==> src/hw/rtl/assert_macros.svh <==
// ----------------------------------------------------------------------------
// Assertion macros
// Shared concurrent assertion wrappers; empty when SYNTH is defined.
// ----------------------------------------------------------------------------
`ifndef ASSERT_MACROS_SVH
`define ASSERT_MACROS_SVH

`ifndef SYNTH

// Check a property on every clock edge outside reset.
`define ASSERT_PROP(lbl, clk, rst_n, prop) \
    lbl: assert property (@(posedge clk) disable iff (!rst_n) (prop)) \
        else $error("assertion failed");

// Check that the antecedent implies the consequent in the same cycle.
`define ASSERT_IMPL(lbl, clk, rst_n, ante, cons) \
    lbl: assert property (@(posedge clk) disable iff (!rst_n) (ante) |-> (cons)) \
        else $error("assertion failed");

// Check that the antecedent implies the consequent in the next cycle.
`define ASSERT_NEXT(lbl, clk, rst_n, ante, cons) \
    lbl: assert property (@(posedge clk) disable iff (!rst_n) (ante) |=> (cons)) \
        else $error("assertion failed");

`else

`define ASSERT_PROP(lbl, clk, rst_n, prop)
`define ASSERT_IMPL(lbl, clk, rst_n, ante, cons)
`define ASSERT_NEXT(lbl, clk, rst_n, ante, cons)

`endif

`endif

==> src/hw/rtl/lfu_pkg.sv <==
// ----------------------------------------------------------------------------
// LFU page replacement package
// Field widths, result layout and controller/datapath interface types.
// ----------------------------------------------------------------------------
package lfu_pkg;

    localparam int PAGE_W     = 16;
    localparam int SLOT_W     = 4;
    localparam int USE_W      = 16;
    localparam int FAULT_W    = 32;
    localparam int CFG_W      = 5;
    localparam logic [CFG_W-1:0] CFG_RESET = 5'd16;

    // Result tdata layout, lowest bit first
    localparam int OUT_SLOT_LSB  = 0;
    localparam int OUT_EVV_LSB   = OUT_SLOT_LSB + SLOT_W;
    localparam int OUT_EVP_LSB   = OUT_EVV_LSB + 1;
    localparam int OUT_FAULT_LSB = OUT_EVP_LSB + PAGE_W;
    localparam int OUT_USED_W    = OUT_FAULT_LSB + FAULT_W;
    localparam int OUT_TDATA_W   = ((OUT_USED_W + 7) / 8) * 8;

    localparam int IN_TDATA_W    = ((PAGE_W + 7) / 8) * 8;

    // Commands from the controller to the datapath
    typedef struct packed {
        logic load;     // capture item, start scan
        logic issue;    // read one slot, advance scan index
        logic commit;   // write back and load result register
    } lfu_cmd_t;

    // Status from the datapath to the controller
    typedef struct packed {
        logic last_issue;   // scan index is on the final slot
        logic out_busy;     // result register full and not taken this cycle
    } lfu_status_t;

endpackage

==> src/hw/rtl/lfu_ram.sv <==
// ----------------------------------------------------------------------------
// Generic RAM
// One write port, one read port, registered read data, no reset.
// ----------------------------------------------------------------------------
module lfu_ram #(
    parameter int WIDTH = 16,
    parameter int DEPTH = 16,
    parameter int AW    = (DEPTH > 1) ? $clog2(DEPTH) : 1
) (
    input  logic             clk,
    input  logic             wr_en,
    input  logic [AW-1:0]    wr_addr,
    input  logic [WIDTH-1:0] wr_data,
    input  logic [AW-1:0]    rd_addr,
    output logic [WIDTH-1:0] rd_data
);

    logic [WIDTH-1:0] mem_reg [DEPTH];
    logic [WIDTH-1:0] rd_data_reg;

    always_ff @(posedge clk)
    begin
        if (wr_en)
        begin
            mem_reg[wr_addr] <= wr_data;
        end
        rd_data_reg <= mem_reg[rd_addr];
    end

    assign rd_data = rd_data_reg;

endmodule

==> src/hw/rtl/lfu_ctrl.sv <==
// ----------------------------------------------------------------------------
// LFU controller
// Sequences accept, slot scan, final evaluation and write-back per item.
// ----------------------------------------------------------------------------
module lfu_ctrl (
    input  logic                 clk,
    input  logic                 rst_n,
    input  logic                 in_valid,
    output logic                 in_ready,
    input  lfu_pkg::lfu_status_t status,
    output lfu_pkg::lfu_cmd_t    cmd
);

    import lfu_pkg::*;

    localparam logic [1:0] ST_IDLE   = 2'd0;
    localparam logic [1:0] ST_SCAN   = 2'd1;
    localparam logic [1:0] ST_FINAL  = 2'd2;
    localparam logic [1:0] ST_COMMIT = 2'd3;

    logic [1:0] state_reg;
    logic [1:0] state_next;

    always_comb
    begin
        state_next = state_reg;
        unique case (state_reg)
            ST_IDLE:
            begin
                if (in_valid)
                begin
                    state_next = ST_SCAN;
                end
            end
            ST_SCAN:
            begin
                if (status.last_issue)
                begin
                    state_next = ST_FINAL;
                end
            end
            ST_FINAL:
            begin
                state_next = ST_COMMIT;
            end
            ST_COMMIT:
            begin
                if (!status.out_busy)
                begin
                    state_next = ST_IDLE;
                end
            end
            default:
            begin
                state_next = ST_IDLE;
            end
        endcase
    end

    always_ff @(posedge clk or negedge rst_n)
    begin
        if (!rst_n)
        begin
            state_reg <= ST_IDLE;
        end
        else
        begin
            state_reg <= state_next;
        end
    end

    assign in_ready   = (state_reg == ST_IDLE);
    assign cmd.load   = in_ready && in_valid;
    assign cmd.issue  = (state_reg == ST_SCAN);
    assign cmd.commit = (state_reg == ST_COMMIT) && !status.out_busy;

endmodule

==> src/hw/rtl/lfu_datapath.sv <==
// ----------------------------------------------------------------------------
// LFU datapath
// Slot tables, scan for match and minimum count, write-back, result register.
// ----------------------------------------------------------------------------
module lfu_datapath #(
    parameter int MAX_FRAMES = 16
) (
    input  logic                            clk,
    input  logic                            rst_n,
    input  logic                            cfg_wr_en,
    input  logic [lfu_pkg::CFG_W-1:0]       cfg_wr_data,
    input  logic [lfu_pkg::PAGE_W-1:0]      in_page,
    input  lfu_pkg::lfu_cmd_t               cmd,
    output lfu_pkg::lfu_status_t            status,
    output logic                            out_valid,
    input  logic                            out_ready,
    output logic                            out_hit,
    output logic [lfu_pkg::OUT_TDATA_W-1:0] out_data
);

    import lfu_pkg::*;

    localparam int IDX_W = (MAX_FRAMES > 1) ? $clog2(MAX_FRAMES) : 1;
    localparam int CNT_W = $clog2(MAX_FRAMES + 1);

    // Configuration and persistent state
    logic [CFG_W-1:0]      cfg_reg;
    logic [MAX_FRAMES-1:0] slot_valid_reg;
    logic [IDX_W-1:0]      ptr_reg;
    logic [FAULT_W-1:0]    faults_reg;

    // Per-item scan state
    logic [PAGE_W-1:0]     page_reg;
    logic [CNT_W-1:0]      f_reg;
    logic [IDX_W-1:0]      idx_reg;
    logic [CNT_W-1:0]      k_reg;
    logic                  eval_en_reg;
    logic                  eval_first_reg;
    logic [IDX_W-1:0]      eval_idx_reg;
    logic                  match_found_reg;
    logic [IDX_W-1:0]      match_idx_reg;
    logic [USE_W-1:0]      match_cnt_reg;
    logic [USE_W-1:0]      best_cnt_reg;
    logic [IDX_W-1:0]      victim_idx_reg;
    logic                  victim_valid_reg;
    logic [PAGE_W-1:0]     victim_page_reg;

    // Result register
    logic                   out_valid_reg;
    logic                   out_hit_reg;
    logic [OUT_TDATA_W-1:0] out_data_reg;

    logic [CNT_W-1:0]  f_active;
    logic [CNT_W-1:0]  ptr_ext;
    logic [IDX_W-1:0]  start_idx;
    logic [CNT_W-1:0]  idx_inc;
    logic [IDX_W-1:0]  idx_wrap;
    logic [PAGE_W-1:0] page_rd;
    logic [USE_W-1:0]  cnt_rd;
    logic              eval_slot_valid;
    logic [USE_W-1:0]  eval_cnt;
    logic              eval_match;
    logic [CNT_W-1:0]  victim_inc;
    logic [IDX_W-1:0]  ptr_after;
    logic [FAULT_W-1:0] faults_inc;
    logic [USE_W-1:0]  match_cnt_inc;
    logic              cnt_wr_en;
    logic [IDX_W-1:0]  cnt_wr_addr;
    logic [USE_W-1:0]  cnt_wr_data;
    logic              page_wr_en;
    logic [OUT_TDATA_W-1:0] result_data;

    // Clamp the frame count: zero acts as one, above the table acts as full
    always_comb
    begin
        priority if (cfg_reg == '0)
        begin
            f_active = CNT_W'(1);
        end
        else if (32'(cfg_reg) > 32'(MAX_FRAMES))
        begin
            f_active = CNT_W'(MAX_FRAMES);
        end
        else
        begin
            f_active = CNT_W'(cfg_reg);
        end
    end

    // A pointer at or past the frame count restarts at slot 0
    assign ptr_ext   = CNT_W'(ptr_reg);
    assign start_idx = (ptr_ext >= f_active) ? '0 : ptr_reg;

    // Cyclic scan index
    assign idx_inc  = CNT_W'(idx_reg) + CNT_W'(1);
    assign idx_wrap = (idx_inc >= f_reg) ? '0 : IDX_W'(idx_inc);

    assign status.last_issue = (k_reg == f_reg - CNT_W'(1));
    assign status.out_busy   = out_valid_reg && !out_ready;

    lfu_ram #(
        .WIDTH (PAGE_W),
        .DEPTH (MAX_FRAMES)
    ) u_page_ram (
        .clk     (clk),
        .wr_en   (page_wr_en),
        .wr_addr (victim_idx_reg),
        .wr_data (page_reg),
        .rd_addr (idx_reg),
        .rd_data (page_rd)
    );

    lfu_ram #(
        .WIDTH (USE_W),
        .DEPTH (MAX_FRAMES)
    ) u_count_ram (
        .clk     (clk),
        .wr_en   (cnt_wr_en),
        .wr_addr (cnt_wr_addr),
        .wr_data (cnt_wr_data),
        .rd_addr (idx_reg),
        .rd_data (cnt_rd)
    );

    // Evaluate the slot read in the previous cycle; empty slots count as zero
    assign eval_slot_valid = slot_valid_reg[eval_idx_reg];
    assign eval_cnt        = eval_slot_valid ? cnt_rd : '0;
    assign eval_match      = eval_slot_valid && (page_rd == page_reg);

    // Write-back values
    assign victim_inc    = CNT_W'(victim_idx_reg) + CNT_W'(1);
    assign ptr_after     = (victim_inc >= f_reg) ? '0 : IDX_W'(victim_inc);
    assign faults_inc    = (faults_reg == '1) ? faults_reg : faults_reg + FAULT_W'(1);
    assign match_cnt_inc = (match_cnt_reg == '1) ? match_cnt_reg
                                                 : match_cnt_reg + USE_W'(1);

    assign cnt_wr_en   = cmd.commit;
    assign cnt_wr_addr = match_found_reg ? match_idx_reg : victim_idx_reg;
    assign cnt_wr_data = match_found_reg ? match_cnt_inc : '0;
    assign page_wr_en  = cmd.commit && !match_found_reg;

    always_comb
    begin
        result_data = '0;
        if (match_found_reg)
        begin
            result_data[OUT_SLOT_LSB +: SLOT_W]   = SLOT_W'(match_idx_reg);
            result_data[OUT_FAULT_LSB +: FAULT_W] = faults_reg;
        end
        else
        begin
            result_data[OUT_SLOT_LSB +: SLOT_W]   = SLOT_W'(victim_idx_reg);
            result_data[OUT_EVV_LSB]              = victim_valid_reg;
            result_data[OUT_EVP_LSB +: PAGE_W]    = victim_valid_reg ? victim_page_reg : '0;
            result_data[OUT_FAULT_LSB +: FAULT_W] = faults_inc;
        end
    end

    // Control state
    always_ff @(posedge clk or negedge rst_n)
    begin
        if (!rst_n)
        begin
            cfg_reg        <= CFG_RESET;
            slot_valid_reg <= '0;
            ptr_reg        <= '0;
            faults_reg     <= '0;
            eval_en_reg    <= 1'b0;
            out_valid_reg  <= 1'b0;
        end
        else
        begin
            if (cfg_wr_en)
            begin
                cfg_reg <= cfg_wr_data;
            end
            eval_en_reg <= cmd.issue;
            if (cmd.commit && !match_found_reg)
            begin
                slot_valid_reg[victim_idx_reg] <= 1'b1;
                ptr_reg                        <= ptr_after;
                faults_reg                     <= faults_inc;
            end
            if (cmd.commit)
            begin
                out_valid_reg <= 1'b1;
            end
            else if (out_ready)
            begin
                out_valid_reg <= 1'b0;
            end
        end
    end

    // Scan payload
    always_ff @(posedge clk)
    begin
        if (cmd.load)
        begin
            page_reg        <= in_page;
            f_reg           <= f_active;
            idx_reg         <= start_idx;
            k_reg           <= '0;
            eval_first_reg  <= 1'b1;
            match_found_reg <= 1'b0;
        end
        if (cmd.issue)
        begin
            idx_reg      <= idx_wrap;
            k_reg        <= k_reg + CNT_W'(1);
            eval_idx_reg <= idx_reg;
        end
        if (eval_en_reg)
        begin
            eval_first_reg <= 1'b0;
            // Lowest-numbered match wins
            if (eval_match && (!match_found_reg || eval_idx_reg < match_idx_reg))
            begin
                match_found_reg <= 1'b1;
                match_idx_reg   <= eval_idx_reg;
                match_cnt_reg   <= eval_cnt;
            end
            // Strictly smaller keeps the first slot met from the pointer on ties
            if (eval_first_reg || eval_cnt < best_cnt_reg)
            begin
                best_cnt_reg     <= eval_cnt;
                victim_idx_reg   <= eval_idx_reg;
                victim_valid_reg <= eval_slot_valid;
                victim_page_reg  <= page_rd;
            end
        end
        if (cmd.commit)
        begin
            out_hit_reg  <= match_found_reg;
            out_data_reg <= result_data;
        end
    end

    assign out_valid = out_valid_reg;
    assign out_hit   = out_hit_reg;
    assign out_data  = out_data_reg;

endmodule

==> src/hw/rtl/lfu_page_replacement_top.sv <==
// ----------------------------------------------------------------------------
// LFU page replacement top level
// Least-frequently-used frame replacement over a table of frame slots.
// ----------------------------------------------------------------------------
//
// Channel   Direction  Handshake                     Payload
// s_axis    in         s_axis_tvalid/s_axis_tready    tdata[15:0] page
// m_axis    out        m_axis_tvalid/m_axis_tready    tuser hit; tdata slot,
//                                                     evicted_valid, evicted_page,
//                                                     fault_total
// cfg       in         cfg_wr_en                      cfg_wr_data frames_in_use
//
// An item passes through accept, scan, evaluate and write-back states in that
// order. The scan visits the F active frame slots (F from 1 to MAX_FRAMES) and
// reads one slot per cycle through the read port of the page and count RAMs;
// the evaluate state handles the last slot read, then write-back follows.
// Reset clears slot valid bits, pointer and fault total, sets the frames register
// to 16 at once; page and count RAM contents are masked by the valid bits.
// A new item is accepted while the previous result waits on m_axis; the
// write-back of that new item holds until the result register has been taken.
//
module lfu_page_replacement_top #(
    parameter int MAX_FRAMES = 16
) (
    input  logic                            clk,
    input  logic                            rst_n,
    // configuration: frames_in_use
    input  logic                            cfg_wr_en,
    input  logic [lfu_pkg::CFG_W-1:0]       cfg_wr_data,
    // input items
    input  logic                            s_axis_tvalid,
    output logic                            s_axis_tready,
    input  logic [lfu_pkg::IN_TDATA_W-1:0]  s_axis_tdata,   // [15:0] page
    // result items
    output logic                            m_axis_tvalid,
    input  logic                            m_axis_tready,
    output logic [lfu_pkg::OUT_TDATA_W-1:0] m_axis_tdata,   // [3:0] slot, [4] evicted_valid,
                                                            // [20:5] evicted_page,
                                                            // [52:21] fault_total, rest zero
    output logic                            m_axis_tuser    // [0] hit
);

    import lfu_pkg::*;

`include "assert_macros.svh"

    lfu_cmd_t    cmd;
    lfu_status_t status;

    // Sequence each item through accept, scan, evaluate and write-back
    lfu_ctrl u_ctrl (
        .clk      (clk),
        .rst_n    (rst_n),
        .in_valid (s_axis_tvalid),
        .in_ready (s_axis_tready),
        .status   (status),
        .cmd      (cmd)
    );

    // Hold the slot tables and produce the result
    lfu_datapath #(
        .MAX_FRAMES (MAX_FRAMES)
    ) u_datapath (
        .clk         (clk),
        .rst_n       (rst_n),
        .cfg_wr_en   (cfg_wr_en),
        .cfg_wr_data (cfg_wr_data),
        .in_page     (s_axis_tdata[PAGE_W-1:0]),
        .cmd         (cmd),
        .status      (status),
        .out_valid   (m_axis_tvalid),
        .out_ready   (m_axis_tready),
        .out_hit     (m_axis_tuser),
        .out_data    (m_axis_tdata)
    );

    // Write-back never overwrites a result that is still waiting
    `ASSERT_IMPL(a_commit_no_overwrite, clk, rst_n, cmd.commit, !(m_axis_tvalid && !m_axis_tready))

    // Only one item in work at a time
    `ASSERT_NEXT(a_one_item, clk, rst_n, s_axis_tvalid && s_axis_tready, !s_axis_tready)

    // The controller never scans and writes back in the same cycle, nor while idle
    `ASSERT_PROP(a_cmd_exclusive, clk, rst_n, !(cmd.issue && cmd.commit) && !(s_axis_tready && (cmd.issue || cmd.commit)))

    // A hit result carries no eviction
    `ASSERT_IMPL(a_hit_no_evict, clk, rst_n, m_axis_tvalid && m_axis_tuser, !m_axis_tdata[OUT_EVV_LSB])

endmodule
==> config.mk <==
export PLATFORM = sky130hd
export DESIGN_NAME = lfu_page_replacement_top
export DESIGN_NICKNAME = d
export VERILOG_FILES = /design/src/hw/rtl/lfu_pkg.sv /design/src/hw/rtl/lfu_ram.sv /design/src/hw/rtl/lfu_ctrl.sv /design/src/hw/rtl/lfu_datapath.sv /design/src/hw/rtl/lfu_page_replacement_top.sv
export VERILOG_INCLUDE_DIRS = /design/src /design/src/hw/rtl
export SDC_FILE = /design/constraint.sdc
export NUM_CORES = 1
export LEC_CHECK = 0
export BUFFER_PORTS_ARGS = -buffer_cell sky130_fd_sc_hd__buf_2
export CORE_AREA = 2 2 235 237
export DETAILED_ROUTE_END_ITERATION = 8
export DIE_AREA = 0 0 237 239
export PLACE_DENSITY = 0.71
export SLEW_MARGIN = 30
export SYNTH_ARGS = -nofsm -noshare
export SYNTH_HDL_FRONTEND = slang
export SYNTH_SLANG_ARGS = --single-unit
==> constraint.sdc <==
create_clock -name clk -period 4.9 [get_ports clk]
set_input_delay 0.49 -clock clk [delete_from_list [all_inputs] [get_ports clk]]
set_output_delay 0.49 -clock clk [all_outputs]
set_load 0.01 [all_outputs]
## Word level (Yosys, flattened, before mapping)

Memories as Yosys holds them, arrays and structs flattened. A register that Yosys moved wholly into a read port is not among the register bits.
Index checks and enable logic that the tools add are counted.

| storage, ports and cells | value |
|---|---|
| word-level logic and storage cells | 105 |
| RAM bits | 512 |
| memory bits (read-only) | 0 |
| flip-flop bits (word level) | 208 |
| memories | 2 |
| bits in latches | 0 |

Memory list:

| name | depth | bits a word | read ports | clocked after memory_dff | wr ports | line | RTL |
|---|---|---|---|---|---|---|---|
| u_datapath.u_count_ram.mem_reg | 16 | 16 | 1 | 1 | 1 | lfu_ram.sv:18 | `logic [WIDTH-1:0] mem_reg [DEPTH];` |
| u_datapath.u_page_ram.mem_reg | 16 | 16 | 1 | 1 | 1 | lfu_ram.sv:18 |  |

| operators by class | value |
|---|---|
| shifts and indexed selects | 0 |
| magnitude comparators | 9 |
| div/mod/pow operators | 0 |
| muxes and demuxes | 32 |
| equal/unequal tests | 10 |
| reductions and logical operators | 20 |
| add/sub/neg operators | 6 |
| bitwise gates (word level) | 2 |
| multiply operators | 0 |

Operators by type and width:

| cell | count |
|---|---|
| $mux 32 | 2 |
| $mux 16 | 3 |
| $add 32x1->32 const B | 1 |
| $eq 32x32->1 const B | 1 |
| $mux 4 | 6 |
| $mux 5 | 4 |
| $add 16x1->16 const B | 1 |
| $eq 16x16->1 | 1 |
| $eq 16x16->1 const B | 1 |
| $lt 16x16->1 | 1 |
| $or 16x16->16 | 1 |
| $mux 1 | 11 |
| $add 4x1->5 const B | 2 |
| $ge 5x5->1 | 2 |
| $lt 4x5->1 const B | 2 |
| $pmux 2 s4 | 1 |
| $logic_and 1x1->1 | 7 |
| $mux 2 | 3 |
| $ne 2x2->1 const B | 3 |
| $add 5x1->5 const B | 1 |
| $eq 5x5->1 | 1 |
| $ge 4x5->1 | 1 |
| $gt 5x5->1 const B | 1 |
| $logic_not 5->1 | 1 |
| other kinds (15) | 21 |

## Depth between registers and ports, before layout

| logic depth | value |
|---|---|
| depth after elaboration | 7 |
| mapped depth | 11 |
| depth with buffers taken out | 10 |

## By module

A second synthesis with hierarchy kept.

| second synthesis, totals | value |
|---|---|
| cell total of the unflattened synthesis | 1,629 |
| area, all modules | 29,986.3 um^2 |

By module, submodules not included:

| module | times used | area an instance (um^2) | cells each | sequential area each (um^2) |
|---|---|---|---|---|
| lfu_ram | 2 | 10,043.4 | 432 | 8,007.7 |
| lfu_datapath | 1 | 9,715.6 | 747 | 5,871.9 |
| lfu_ctrl | 1 | 183.9 | 18 | 50.0 |

## Worst setup path before layout

Ideal clock, no wire load.

| timing path | value |
|---|---|
| path kind | reg2reg |
| start point | reg u_datapath.eval_idx_reg[2] |
| end point | reg u_datapath.best_cnt_reg[0] (enable) |
| arrival time | 4,550 ps |
| library setup time | 454 ps |
| required time | 4,446 ps |
| path slack | -104 ps |
| period minus slack after synthesis | 5,004 ps |
| path buffers | 1 |
| cell stages (with the launch flop) | 10 |
| cell sequence | edfxtp_1 mux4_2 mux2i_1 mux2_4 clkbuf_1 nor2b_1 ha_1 a211oi_1 o211ai_1 a31oi_1 |

| on the way | value |
|---|---|
| cells in the longest elaborated chain, start to end | 6 |

RTL lines:

| what | line | RTL |
|---|---|---|
| start, declared | lfu_datapath.sv:39 | `logic [IDX_W-1:0] eval_idx_reg;` |
| start signal, assigned | lfu_datapath.sv:211 | `eval_idx_reg <= idx_reg;` |
| $bmux 1 s4 | lfu_datapath.sv:126 | `assign eval_slot_valid = slot_valid_reg[eval_idx_reg];` |
| $mux 1 (not written as such) | lfu_datapath.sv:126 |  |
| $mux 16 | lfu_datapath.sv:127 | `assign eval_cnt = eval_slot_valid ? cnt_rd : '0;` |
| via u_datapath.eval_cnt[3] | lfu_datapath.sv:61 | `logic [USE_W-1:0] eval_cnt;` |
| $lt 16x16->1 | lfu_datapath.sv:224 | `if (eval_first_reg \|\| eval_cnt < best_cnt_reg)` |
| $logic_or 1x1->1 | lfu_datapath.sv:224 |  |
| $reduce_and 2->1 (no line) | -- |  |
| end signal, assigned | lfu_datapath.sv:226 | `best_cnt_reg <= eval_cnt;` |
| end, declared | lfu_datapath.sv:43 | `logic [USE_W-1:0] best_cnt_reg;` |

The timed path passes the listed nets, and every way through them passes these cells. The select of a mux whose other input is x is not followed.
A chain may end at the register's enable or synchronous reset.

## Worst setup path after layout

| timing path | value |
|---|---|
| start point | reg u_datapath.eval_idx_reg[2] |
| end point | reg u_datapath.victim_page_reg[9] (enable) |

| on the way | value |
|---|---|
| cells in the longest elaborated chain, start to end | 6 |

RTL lines:

| what | line | RTL |
|---|---|---|
| $bmux 1 s4 | lfu_datapath.sv:126 |  |
| $mux 1 (not written as such) | lfu_datapath.sv:126 |  |
| $mux 16 | lfu_datapath.sv:127 |  |
| via u_datapath.eval_cnt[9] | lfu_datapath.sv:61 |  |
| $lt 16x16->1 | lfu_datapath.sv:224 |  |
| $logic_or 1x1->1 | lfu_datapath.sv:224 |  |
| $reduce_and 2->1 (no line) | -- |  |
| end signal, assigned | lfu_datapath.sv:229 | `victim_page_reg <= page_rd;` |
| end, declared | lfu_datapath.sv:46 | `logic [PAGE_W-1:0] victim_page_reg;` |

The timed path passes the listed nets, and every way through them passes these cells. The select of a mux whose other input is x is not followed.

==> reports/metrics.yaml <==
status: "completed"
die-area_um2: 56600
end_kind: "flop"
cts_made_buffers: 77
clk_pin_slew_worst_paths_ns: 0.06
clock_tree.root_cell: "clkbuf_16"
ys_async_sr_fraction_pct: 8.11
multi_input_area_um2: 7720
slew_viol_final: 0
clock_sinks: 752
insertion_delay_ns: 0.63
dp_hpwl_mm: 37.1
coreArea_um2: 54300
h-tree-depth: 3
ys_ff_latch: 752
seq_area_um2: 21900
drv_cap: 0
cpLargestDelayFamily: "compound AO/OA/AOI/OAI gates"
fin_crit_ns: 3.98
whs_path_depth: 1
yosysWarnings: 0
vias_per_cell: 5.95
grt_pass1_wl_mm: 93.4
startpoint_type: "flop"
synthTopCellsByArea: "edfxtp_1 66%, mux4_2 12%, dfrtp_1 5.0%"
power_w: 0.0193
ctsHoldBuffers: 0
clock-skew-final_ns: 0.0369
synth_top_area_share_pct: 65.9
grt_pass1_vias: 15100
grt_start_max_net_pins: 121
hold_path_end: "u_datapath.page_reg[13]"
irDropWorstVdd_v: 0.000382
postRouteAntennaNets: 0
worst-setup-path-type: "reg -> reg"
synth_flop_cell: "edfxtp_1"
r2r_start: "u_datapath.eval_idx_reg[2]"
initialDrtViolationCount: 1408
die_x_um: 237
grt_remaining_overflow: 0
drive_gt1_share_pct: 26.8
start_util_pct: 55.1
yosysUniqueCellTypes: 66
fill_cells: 3683
postCtsSetupRepairBufs: 0
reg2reg_to: "u_datapath.victim_page_reg[9]"
wl_per_cell_um: 24.6
vias: 14700
fmax_mhz: 251
final_cell_mix: "657 x edfxtp_1, 164 x mux4_2, 81 x buf_2, 79 x clkbuf_16, 64 x xor2_1"
rows: 86
finalNonFillerCells: 2466
io_buffers: 81
ys_seq_area_share_pct: 73.3
critPathMaxFanout: 29
cellPowerDensity_nw_per_um2: 568
clockBufferDepth: 3
antennaDiodeCount: 0
avgSynthCellArea_um2: 19.1
timing.final.crit_share_pct: 81.2
maxSlewHeadroom_pct: 39.1
r2r_cells: 11
cts_tree: "yes"
areaGrowthSynthToFinish_pct: 13.3
synth_edf_count: 657
cts_resized: 0
dp.cells: 2323
setup_violations: 0
synth_area_um2: 29900
ios: 85
routed_wl_mm: 60.7
hold_class: "in -> reg"
path_buf_inv: 1
routabilityCongestion: 0.809
worst_pin_slew_ns: 0.913
cp.required_ns: 5.15
r2r_slack_ns: 0.92
grtUsageTotal_pct: 22.3
hold_viol: 0
netlist_instances: 1566
utilization_pct: 62.4
mostFrequentLayoutCell: "edfxtp_1"
p_leak_nw: 11.7
drc: 0
final_nets: 1770
rsz0062_at_grt: "no"
antenna_found_initial: 1
min-delay-start: "s_axis_tdata[13]"
synth_top_cell_by_area: "edfxtp_1"
first_pass_iters: 5
crit_chain: "mux4_2 -> mux2i_1 -> mux2_4 -> nor2b_1 -> ha_1 -> a211oi_1 -> o21ai_0 -> a21oi_1 -> o31ai_1 -> a31oi_4 -> buf_4"
fin_setup_tns_ns: 0
arrival_ns: 4.23
die_h_um: 239
cpPeakStageDelay_ns: 0.56
critical-path-slowest-cell: "edfxtp_1"
## through the flow
step	cell area [um2]	hold slack, ns	worst slack, ns
floorplan	29900	0.194	0.261
global placement	31300	0.432	0.959
detailed placement	31300	0.442	0.900
CTS	33800	0.00154	0.895
global route	33900	0.0129	0.671
finish	33900	0.0389	0.919
## cell type report
type | count | area share [%]
Multi-Input combinational cell | 706 | 22.8
Sequential cell | 752 | 64.7
Tap cell | 704 | 2.60
Inverter | 49 | 0.543
Clock buffer | 114 | 6.51
Clock inverter | 28 | 0.823
Timing Repair Buffer | 113 | 2.03
## Yosys cell counts, drive strengths merged (2+ instances only)
cell,n
mux4,164
mux2i,7
nor2,73
edfxtp,657
clkbuf,24
a221oi,3
o2111ai,3
a22o,8
a21oi,10
nand2b,8
nor2b,19
inv,49
buf,37
o31ai,3
nand3,26
a21o,8
xor2,64
o211ai,2
nand4,24
dfxtp,34
nor4,9
a31oi,10
o21a,3
nor3,33
ha,45
a211oi,3
o21ai,13
and3,4
xnor2,34
or2,18
a311oi,2
mux2,6
nand2,56
and2,24
dfrtp,60
and4,10
## cells by family (layout without fill, tap and decap cells)
group,count (synthesis),count (layout),share of synthesized area [%]
flip-flops,752,752,73.3
AO/OA/AOI/OAI,74,74,1.99
adder cells (fa/ha/maj),45,45,1.88
XOR/XNOR,98,98,2.87
multiplexers,177,177,12.8
buffers and inverters,110,304,1.68
AND/OR/NAND/NOR,309,309,5.44
other,1,3,0.0125
## routing by layer
metal  track usage [%]  part of all wire, %  up-vias
met5                 0                    0        -
met4              6.75                  1.8        0
met3              4.16                  7.2       70
met2              34.4                   47      533
met1              32.8                   44     7612
li1                  -                    -     6457
## worst max path at each step
stage / start / to / slack, ns / cells past startpoint
after floorplan: u_ctrl.state_reg[1] / u_datapath.u_count_ram.mem_reg[0][0] / 0.26 / 5
after global placement: u_datapath.eval_idx_reg[2] / u_datapath.victim_page_reg[9] / 0.96 / 11
after detailed placement: u_datapath.eval_idx_reg[2] / u_datapath.victim_page_reg[9] / 0.90 / 11
after CTS: u_datapath.eval_idx_reg[2] / u_datapath.victim_page_reg[9] / 0.90 / 11
after global routing: u_datapath.eval_idx_reg[2] / u_datapath.victim_page_reg[0] / 0.67 / 11
final: u_datapath.eval_idx_reg[2] / u_datapath.victim_page_reg[9] / 0.92 / 11
## report_power, final
group          total (W)  internal, W  switching [W]
Clock            0.00571      0.00331        0.00240
Sequential       0.00875      0.00816       0.000592
Combinational    0.00480      0.00222        0.00258
(Power assumes the default switching activity.)
